**src/rtl/core/stc_pkg.sv**
```systemverilog
`timescale 1ns / 1ps

package stc_pkg;

    localparam int TABLE_LEN = 12;
    localparam int RECIP_SHIFT = 32;

    localparam logic signed [63:0] SAT_MAX = 64'sh7FFF_FFFF_FFFF_FFFF;

    // request to the shared multiplier: (a*b) >> shift, rounded and saturated
    typedef struct packed {
        logic               start;
        logic               q32;    // 1: shift by 32, 0: shift by the angle fraction
        logic signed [63:0] a;
        logic signed [63:0] b;
    } stc_mul_req_t;

    typedef struct packed {
        logic               done;
        logic signed [63:0] result;
    } stc_mul_rsp_t;

    // round(2^32 / ((2k+2)(2k+3))): ratio between successive reciprocal factorials
    function automatic logic [31:0] stc_ratio_recip(input logic [3:0] idx);
        logic [31:0] r;
        case (idx)
            4'd0:    r = 32'd715827883;
            4'd1:    r = 32'd214748365;
            4'd2:    r = 32'd102261126;
            4'd3:    r = 32'd59652324;
            4'd4:    r = 32'd39045157;
            4'd5:    r = 32'd27531842;
            4'd6:    r = 32'd20452225;
            4'd7:    r = 32'd15790321;
            4'd8:    r = 32'd12558384;
            4'd9:    r = 32'd10226113;
            4'd10:   r = 32'd8488078;
            4'd11:   r = 32'd7158279;
            default: r = 32'd0;
        endcase
        return r;
    endfunction

endpackage

```
**src/rtl/core/stc_mul_unit.sv**
```systemverilog
`timescale 1ns / 1ps

module stc_mul_unit #(
    parameter int FRAC_BITS = 28
) (
    input  logic                 clk,
    input  logic                 rst_n,
    input  stc_pkg::stc_mul_req_t req,
    output stc_pkg::stc_mul_rsp_t rsp
);
    import stc_pkg::*;

    typedef enum logic [1:0] {
        ST_IDLE,
        ST_MUL,
        ST_DRAIN,
        ST_FIN
    } state_t;

    state_t       state_reg;
    logic [63:0]  mag_a_reg;
    logic [63:0]  mag_b_reg;
    logic         neg_reg;
    logic         q32_reg;
    logic [3:0]   mask_reg;
    logic [63:0]  pp_reg;
    logic [1:0]   pp_off_reg;
    logic         pp_valid_reg;
    logic [127:0] acc_reg;
    logic         done_reg;
    logic signed [63:0] result_reg;

    logic [63:0]  mag_a;
    logic [63:0]  mag_b;
    logic [1:0]   sel;
    logic [3:0]   mask_left;
    logic [31:0]  op_a;
    logic [31:0]  op_b;
    logic [127:0] pp_shifted;
    logic [127:0] acc_sum;
    logic [127:0] scaled;
    logic [63:0]  res_mag;

    assign mag_a = req.a[63] ? 64'(-req.a) : 64'(req.a);
    assign mag_b = req.b[63] ? 64'(-req.b) : 64'(req.b);

    // lowest pending partial product: bit 0 a0*b0, 1 a0*b1, 2 a1*b0, 3 a1*b1
    always_comb
    begin
        if (mask_reg[0])
        begin
            sel = 2'd0;
        end
        else if (mask_reg[1])
        begin
            sel = 2'd1;
        end
        else if (mask_reg[2])
        begin
            sel = 2'd2;
        end
        else
        begin
            sel = 2'd3;
        end
    end

    assign mask_left = mask_reg & ~(4'b0001 << sel);
    assign op_a      = sel[1] ? mag_a_reg[63:32] : mag_a_reg[31:0];
    assign op_b      = sel[0] ? mag_b_reg[63:32] : mag_b_reg[31:0];

    always_comb
    begin
        case (pp_off_reg)
            2'd0:    pp_shifted = {64'd0, pp_reg};
            2'd1:    pp_shifted = {32'd0, pp_reg, 32'd0};
            default: pp_shifted = {pp_reg, 64'd0};
        endcase
    end

    assign acc_sum = pp_valid_reg ? acc_reg + pp_shifted : acc_reg;
    assign scaled  = q32_reg ? (acc_reg >> RECIP_SHIFT) : (acc_reg >> FRAC_BITS);
    assign res_mag = (|scaled[127:63]) ? 64'(SAT_MAX) : {1'b0, scaled[62:0]};

    // datapath: operands, partial product and rounding accumulator
    always_ff @(posedge clk)
    begin
        if (state_reg == ST_IDLE && req.start)
        begin
            mag_a_reg <= mag_a;
            mag_b_reg <= mag_b;
            neg_reg   <= req.a[63] ^ req.b[63];
            q32_reg   <= req.q32;
            acc_reg   <= req.q32 ? (128'd1 << (RECIP_SHIFT - 1))
                                 : (128'd1 << (FRAC_BITS - 1));
        end
        else
        begin
            acc_reg <= acc_sum;
        end
        pp_reg     <= 64'(op_a) * 64'(op_b);
        pp_off_reg <= 2'(sel[0]) + 2'(sel[1]);
        if (state_reg == ST_FIN)
        begin
            result_reg <= neg_reg ? -$signed(res_mag) : $signed(res_mag);
        end
    end

    // sequencer
    always_ff @(posedge clk or negedge rst_n)
    begin
        if (!rst_n)
        begin
            state_reg    <= ST_IDLE;
            mask_reg     <= 4'd0;
            pp_valid_reg <= 1'b0;
            done_reg     <= 1'b0;
        end
        else
        begin
            done_reg     <= 1'b0;
            pp_valid_reg <= 1'b0;
            unique case (state_reg)
                ST_IDLE:
                begin
                    if (req.start)
                    begin
                        // skip partial products whose high halves are zero
                        mask_reg  <= {(|mag_a[63:32]) && (|mag_b[63:32]),
                                      |mag_a[63:32], |mag_b[63:32], 1'b1};
                        state_reg <= ST_MUL;
                    end
                end
                ST_MUL:
                begin
                    pp_valid_reg <= 1'b1;
                    mask_reg     <= mask_left;
                    if (mask_left == 4'd0)
                    begin
                        state_reg <= ST_DRAIN;
                    end
                end
                ST_DRAIN:
                begin
                    state_reg <= ST_FIN;
                end
                ST_FIN:
                begin
                    done_reg  <= 1'b1;
                    state_reg <= ST_IDLE;
                end
                default:
                begin
                    state_reg <= ST_IDLE;
                end
            endcase
        end
    end

    assign rsp.done   = done_reg;
    assign rsp.result = result_reg;

endmodule

```
**src/rtl/core/sine_taylor_series.sv**
```systemverilog
`timescale 1ns / 1ps

// Taylor-series sine in signed fixed point. Each request on the slave side carries one
// angle x in radians (32-bit signed, FRAC_BITS fraction bits, Q3.28 by default); the
// master side returns x - x^3/3! + x^5/5! - ... with term_count correction terms,
// saturated to the 32-bit range, and tlast copied through. Each term is built from the
// previous one: t_k = -round(round(t_(k-1) * x^2) * R_k), where R_k is a constant
// reciprocal of (2k)(2k+1) in 32 fraction bits, so no divider is used. All products go
// through one shared multiplier, a single 32x32 array that walks the partial products
// of a 64x64 magnitude product and then rounds half away from zero and saturates at
// +-(2^63-1). One multiply walks P of the partial products, P being 1 to 4 (1 for
// operands that fit 32 bits). An angle needs 2n + 1 multiplies, with n the active term
// count; the block takes no new request while an angle is in progress, but takes the
// next one while a finished result still waits on the master side. term_count is
// written through cfg_we/cfg_wdata (reset 5); write it only while the block is idle,
// which the block itself does not enforce; counts above MAX_TERMS (or above twelve)
// are clamped.

module sine_taylor_series #(
    parameter int MAX_TERMS = 8,
    parameter int FRAC_BITS = 28
) (
    input  logic        clk,
    input  logic        rst_n,
    // configuration
    input  logic        cfg_we,
    input  logic [3:0]  cfg_wdata,     // term_count
    // angle requests
    input  logic        s_tvalid,
    output logic        s_tready,
    input  logic [31:0] s_tdata,       // [31:0] angle
    input  logic        s_tlast,       // last_in
    // sine results
    output logic        m_tvalid,
    input  logic        m_tready,
    output logic [31:0] m_tdata,       // [31:0] sine_value
    output logic        m_tlast        // last_out
);
    import stc_pkg::*;

    localparam int TERM_LIMIT = (MAX_TERMS < TABLE_LEN) ? MAX_TERMS : TABLE_LEN;
    localparam logic [3:0] TermLimit = 4'(TERM_LIMIT);

    localparam logic signed [63:0] OutMax = 64'sd2147483647;
    localparam logic signed [63:0] OutMin = -64'sd2147483648;

    typedef enum logic [2:0] {
        ST_IDLE,
        ST_SQUARE,    // x * x
        ST_SCALE,     // term * x^2
        ST_RECIP,     // times ratio reciprocal
        ST_OUT
    } state_t;

    state_t             state_reg;
    logic [3:0]         term_count_reg;
    logic [3:0]         n_reg;
    logic [3:0]         k_reg;
    logic               last_reg;
    logic signed [63:0] x2_reg;
    logic signed [63:0] acc_reg;
    logic               req_start_reg;
    logic               req_q32_reg;
    logic signed [63:0] req_a_reg;
    logic signed [63:0] req_b_reg;
    logic               m_tvalid_reg;
    logic [31:0]        m_tdata_reg;
    logic               m_tlast_reg;

    stc_mul_req_t       mul_req;
    stc_mul_rsp_t       rsp;
    logic signed [63:0] x_in;
    logic [3:0]         n_in;
    logic signed [63:0] neg_term;
    logic signed [64:0] sum_wide;
    logic signed [63:0] acc_sum;
    logic signed [31:0] out_value;
    logic [3:0]         k_inc;

    // multiplier request: start, q32, a, b from the top bit down
    assign mul_req = {req_start_reg, req_q32_reg, req_a_reg, req_b_reg};

    stc_mul_unit #(
        .FRAC_BITS (FRAC_BITS)
    ) u_mul (
        .clk   (clk),
        .rst_n (rst_n),
        .req   (mul_req),
        .rsp   (rsp)
    );

    assign s_tready = (state_reg == ST_IDLE);
    assign x_in     = 64'(signed'(s_tdata));
    assign n_in     = (term_count_reg > TermLimit) ? TermLimit : term_count_reg;
    assign k_inc    = k_reg + 4'd1;

    // results are symmetric, so negation never overflows
    assign neg_term = -rsp.result;
    assign sum_wide = 65'(acc_reg) + 65'(neg_term);

    // accumulator saturates symmetrically
    always_comb
    begin
        if (sum_wide > 65'(SAT_MAX))
        begin
            acc_sum = SAT_MAX;
        end
        else if (sum_wide < -65'(SAT_MAX))
        begin
            acc_sum = -SAT_MAX;
        end
        else
        begin
            acc_sum = sum_wide[63:0];
        end
    end

    // clamp to the output format
    always_comb
    begin
        if (acc_reg > OutMax)
        begin
            out_value = 32'sh7FFF_FFFF;
        end
        else if (acc_reg < OutMin)
        begin
            out_value = 32'sh8000_0000;
        end
        else
        begin
            out_value = acc_reg[31:0];
        end
    end

    // payload registers
    always_ff @(posedge clk)
    begin
        case (state_reg)
            ST_IDLE:
            begin
                if (s_tvalid)
                begin
                    acc_reg     <= x_in;
                    last_reg    <= s_tlast;
                    n_reg       <= n_in;
                    req_a_reg   <= x_in;
                    req_b_reg   <= x_in;
                    req_q32_reg <= 1'b0;
                end
            end
            ST_SQUARE:
            begin
                if (rsp.done)
                begin
                    // first term is x itself, still held in the accumulator
                    x2_reg      <= rsp.result;
                    k_reg       <= 4'd0;
                    req_a_reg   <= acc_reg;
                    req_b_reg   <= rsp.result;
                    req_q32_reg <= 1'b0;
                end
            end
            ST_SCALE:
            begin
                if (rsp.done)
                begin
                    req_a_reg   <= rsp.result;
                    req_b_reg   <= {32'd0, stc_ratio_recip(k_reg)};
                    req_q32_reg <= 1'b1;
                end
            end
            ST_RECIP:
            begin
                if (rsp.done)
                begin
                    acc_reg     <= acc_sum;
                    k_reg       <= k_inc;
                    req_a_reg   <= neg_term;
                    req_b_reg   <= x2_reg;
                    req_q32_reg <= 1'b0;
                end
            end
            default:
            begin
            end
        endcase
        if (state_reg == ST_OUT && (!m_tvalid_reg || m_tready))
        begin
            m_tdata_reg <= out_value;
            m_tlast_reg <= last_reg;
        end
    end

    // control: sequencer, multiplier start, output valid, configuration
    always_ff @(posedge clk or negedge rst_n)
    begin
        if (!rst_n)
        begin
            state_reg      <= ST_IDLE;
            req_start_reg  <= 1'b0;
            m_tvalid_reg   <= 1'b0;
            term_count_reg <= 4'd5;
        end
        else
        begin
            req_start_reg <= 1'b0;
            if (cfg_we)
            begin
                term_count_reg <= cfg_wdata;
            end
            if (m_tvalid_reg && m_tready)
            begin
                m_tvalid_reg <= 1'b0;
            end
            unique case (state_reg)
                ST_IDLE:
                begin
                    if (s_tvalid)
                    begin
                        req_start_reg <= 1'b1;
                        state_reg     <= ST_SQUARE;
                    end
                end
                ST_SQUARE:
                begin
                    if (rsp.done)
                    begin
                        if (n_reg == 4'd0)
                        begin
                            state_reg <= ST_OUT;
                        end
                        else
                        begin
                            req_start_reg <= 1'b1;
                            state_reg     <= ST_SCALE;
                        end
                    end
                end
                ST_SCALE:
                begin
                    if (rsp.done)
                    begin
                        req_start_reg <= 1'b1;
                        state_reg     <= ST_RECIP;
                    end
                end
                ST_RECIP:
                begin
                    if (rsp.done)
                    begin
                        if (k_inc == n_reg)
                        begin
                            state_reg <= ST_OUT;
                        end
                        else
                        begin
                            req_start_reg <= 1'b1;
                            state_reg     <= ST_SCALE;
                        end
                    end
                end
                ST_OUT:
                begin
                    // hold until the output register is free
                    if (!m_tvalid_reg || m_tready)
                    begin
                        m_tvalid_reg <= 1'b1;
                        state_reg    <= ST_IDLE;
                    end
                end
                default:
                begin
                    state_reg <= ST_IDLE;
                end
            endcase
        end
    end

    assign m_tvalid = m_tvalid_reg;
    assign m_tdata  = m_tdata_reg;
    assign m_tlast  = m_tlast_reg;

endmodule

```
**config.mk**
```make
export PLATFORM = sky130hd
export DESIGN_NAME = sine_taylor_series
export DESIGN_NICKNAME = d
export VERILOG_FILES = /design/src/rtl/core/stc_pkg.sv /design/src/rtl/core/stc_mul_unit.sv /design/src/rtl/core/sine_taylor_series.sv
export SDC_FILE = /design/constraint.sdc
export NUM_CORES = 2
export LEC_CHECK = 0
export BUFFER_PORTS_ARGS = -buffer_cell sky130_fd_sc_hd__clkbuf_2
export CAP_MARGIN = 15
export CORE_MARGIN = 1
export CORE_UTILIZATION = 30
export CTS_BUF_LIST = sky130_fd_sc_hd__clkbuf_4
export DETAILED_ROUTE_END_ITERATION = 8
export GPL_TIMING_DRIVEN = 0
export PLACE_DENSITY = 0.42
export SLEW_MARGIN = 20
export SYNTH_ARGS = -nofsm -noshare
export SYNTH_HDL_FRONTEND = slang
export SYNTH_SLANG_ARGS = --single-unit
```
**constraint.sdc**
```tcl
create_clock -name clk -period 34.6 [get_ports clk]
set_clock_uncertainty 0.1 [all_clocks]
set_input_delay 10.38 -clock clk [delete_from_list [all_inputs] [get_ports clk]]
set_output_delay 10.38 -clock clk [all_outputs]
set_load 0.02 [all_outputs]
```
==> run metrics <==
status complete, no violations; final wirelength 359 mm; clk sink count 733; Post-synth ARST share 2.32%; maximum fanout along the worst path 10; clock-pin transition on the worst setup and hold timing paths 0.08 ns; vias 67600; fraction of layout cells with a size suffix above 1 about 7.4%; startpoint types flip-flop; relative slew slack 15.6%; Crit Reg-Reg Startpoint u_mul.mask_reg[1]$_DFFE_PN0P_; final net count 10500; DR WL/cell roughly 28 µm; Seq/Total Area, Yosys roughly a quarter; First-pass DRT Iterations 6; Fin. Hold Viols 0; Slew @ Worst Pin 1.27 ns; critical path data arrival time 3.36 ns; worst reg2reg endpoint u_mul.pp_reg[58]$_DFF_P_; clock latency on the worst-skew pair 1.28 ns; CP endpoint kind primary output; number of global-route vias before repair ~68000; most instantiated library cell after synthesis nand2_1; total grt overflow 0; Die Y 518 µm; Via density 5.31; Setup Fix Bufs, Post-CTS 0; CTS tree yes; Top FF cell, synth edfxtp_1; global-route wire length before repair 506 mm; largest net degree at the start of global routing 54; hold_buf cts 0; 1st-iter DRT viols 5632; EDFF count, synth about 620; Hold Crit Class reg -> reg; synth warn 0; Num CTS Buffers 214; Setup TNS Final 0 ns; Clock Tree Buf Depth 4; Req. time, crit path between 20 and 25 ns; period utilization 40.0%; root buffer cell clkbuf_4; max cap viols 0; max reg flops between 100 and 150; top cells by count, synth nand2_1, inv_1, nor2_1; Hold Path Origin last_reg$_DFFE_PP_; post-cts resize count 0; Area Overhead vs Synth 10.6%; fmax 72.2 MHz; initial antenna violation count 18; Avg Cell Area, Syn 9.16 µm²; I/O pins 77; die area 268000 µm²; H-Tree Depth 4; max-slew violation count 0; initial core utilization 30.3%; Crit Path Class reg -> out; cell taking the most area after synthesis edfxtp_1; Synthesized Nets 10100; Setup-failing EPs final 0; Final min period 13.84 ns; core area 263000 µm²; WHS Path Cells 0; reg2reg path depth 31; Netlist cell types 98; Port Buffers 76; routability congestion estimate from global placement 0.972; Yosys reg bits 733; die width 518 µm; RSZ-0062 raised after global routing false; Site Rows roughly 190; r2r setup slk 21.26 ns; Synth top area share 23.4%; Hold Path End m_tlast$_DFFE_PP_; DRC 0; remaining antenna violation count 0; top cells by area, synth edfxtp_1, fa_1, ha_1, nand2_1, inv_1; All-Layer GR Usage 26.3%; post-DP HPWL 300 mm; Post-Syn Instances between 8000 and 9000; Post-Syn Area approximately 80000 µm²
-- final cells by class --
class                      instances  area (µm²)
tap                             3515        4400
clock inverter                    80         437
inverter                        1003        3760
clock buffer                     302        2270
buffer                           464        1830
fill                           27800      175000
timing repair buffer             117         997
antenna                           13        32.5
multi-input combinational       6508       53500
sequential                       733       21000
-- logic make-up (layout without fill, tap and decap cells) --
kind of cell / after synthesis / count (layout) / synth area share [%]
AO/OA/AOI/OAI: 1576 / 1576 / 12.8
XOR/XNOR: 450 / 450 / 4.94
adder cells (fa/ha/maj): 1371 / 1371 / 30.0
buffers and inverters: 1467 / 1966 / 6.98
flip-flops: 733 / 733 / 26.3
multiplexers: 233 / 233 / 3.05
other: 0 / 13 / 0
AND/OR/NAND/NOR: 2878 / 2878 / 16.0
-- placed cells by master, fill, tap and decap left out, types with 78 or more instances in the layout --
master and count:
nand4_1 104, a21o_1 190, inv_1 1002, edfxtp_1 621, a21oi_1 429, clkbuf_4 302, xor2_1 120, ha_1 472
nand2_1 1084, dfxtp_1 95, nor3_1 118, nand3_1 100, clkbuf_1 380, mux2i_1 117, xnor2_1 330, a22oi_1 78
fa_1 898, o21ai_0 330, and2_1 97, clkbuf_2 96, nor2_1 996, mux2_2 81
-- metrics by stage --
stage | setup WS (ns) | cell area [µm²] | utilization [%] | instances | hold slack, ns
2_1_floorplan | 18.40 | 79800 | - | 8708 | 0.300
3_3_place_gp | 15.69 | 84600 | 32.1 | 12300 | 0.304
3_5_place_dp | 20.98 | 85500 | 32.4 | 12300 | 0.307
4_1_cts | 20.70 | 88200 | 33.5 | 12700 | 0.323
5_1_grt | 20.64 | 88200 | 33.5 | 12700 | 0.336
6_report | 20.76 | 88200 | 33.5 | 12700 | 0.320
-- worst max path at each step --
| stage | startpoint | to | slack (ns) | depth (start not counted) |
|---|---|---|---|---|
| 2_1_floorplan | s_tvalid | req_a_reg[0]$_DFFE_PP_ | 18.40 | 2 |
| 3_3_place_gp | s_tvalid | req_b_reg[59]$_DFFE_PP_ | 15.69 | 3 |
| 3_5_place_dp | u_mul.mask_reg[1]$_DFFE_PN0P_ | u_mul.pp_reg[62]$_DFF_P_ | 20.98 | 31 |
| 4_1_cts | state_reg[1]$_DFFE_PN0P_ | s_tready | 20.70 | 4 |
| 5_1_grt | state_reg[1]$_DFFE_PN0P_ | s_tready | 20.64 | 4 |
| 6_report | state_reg[1]$_DFFE_PN0P_ | s_tready | 20.76 | 4 |
-- layer usage --
layer / part of all wire [%] / global-route usage [%] / vias to the layer above
met5: 0.021 / 0 / -
met4: 5.3 / 12.6 / 12
met3: 6.1 / 3.81 / 556
met2: 46 / 42.3 / 2558
met1: 42 / 34.6 / 34300
li1: - / - / 30100
-- critical path: stages (launching register included) --
cell,delay [ns]
dfrtp_1,0.36
clkbuf_1,0.30
clkbuf_1,0.37
nor3_1,0.74
clkbuf_2,0.31
Power is not shown: default switching activity piles up to over one toggle a cycle in this logic, so the estimate is an artifact.
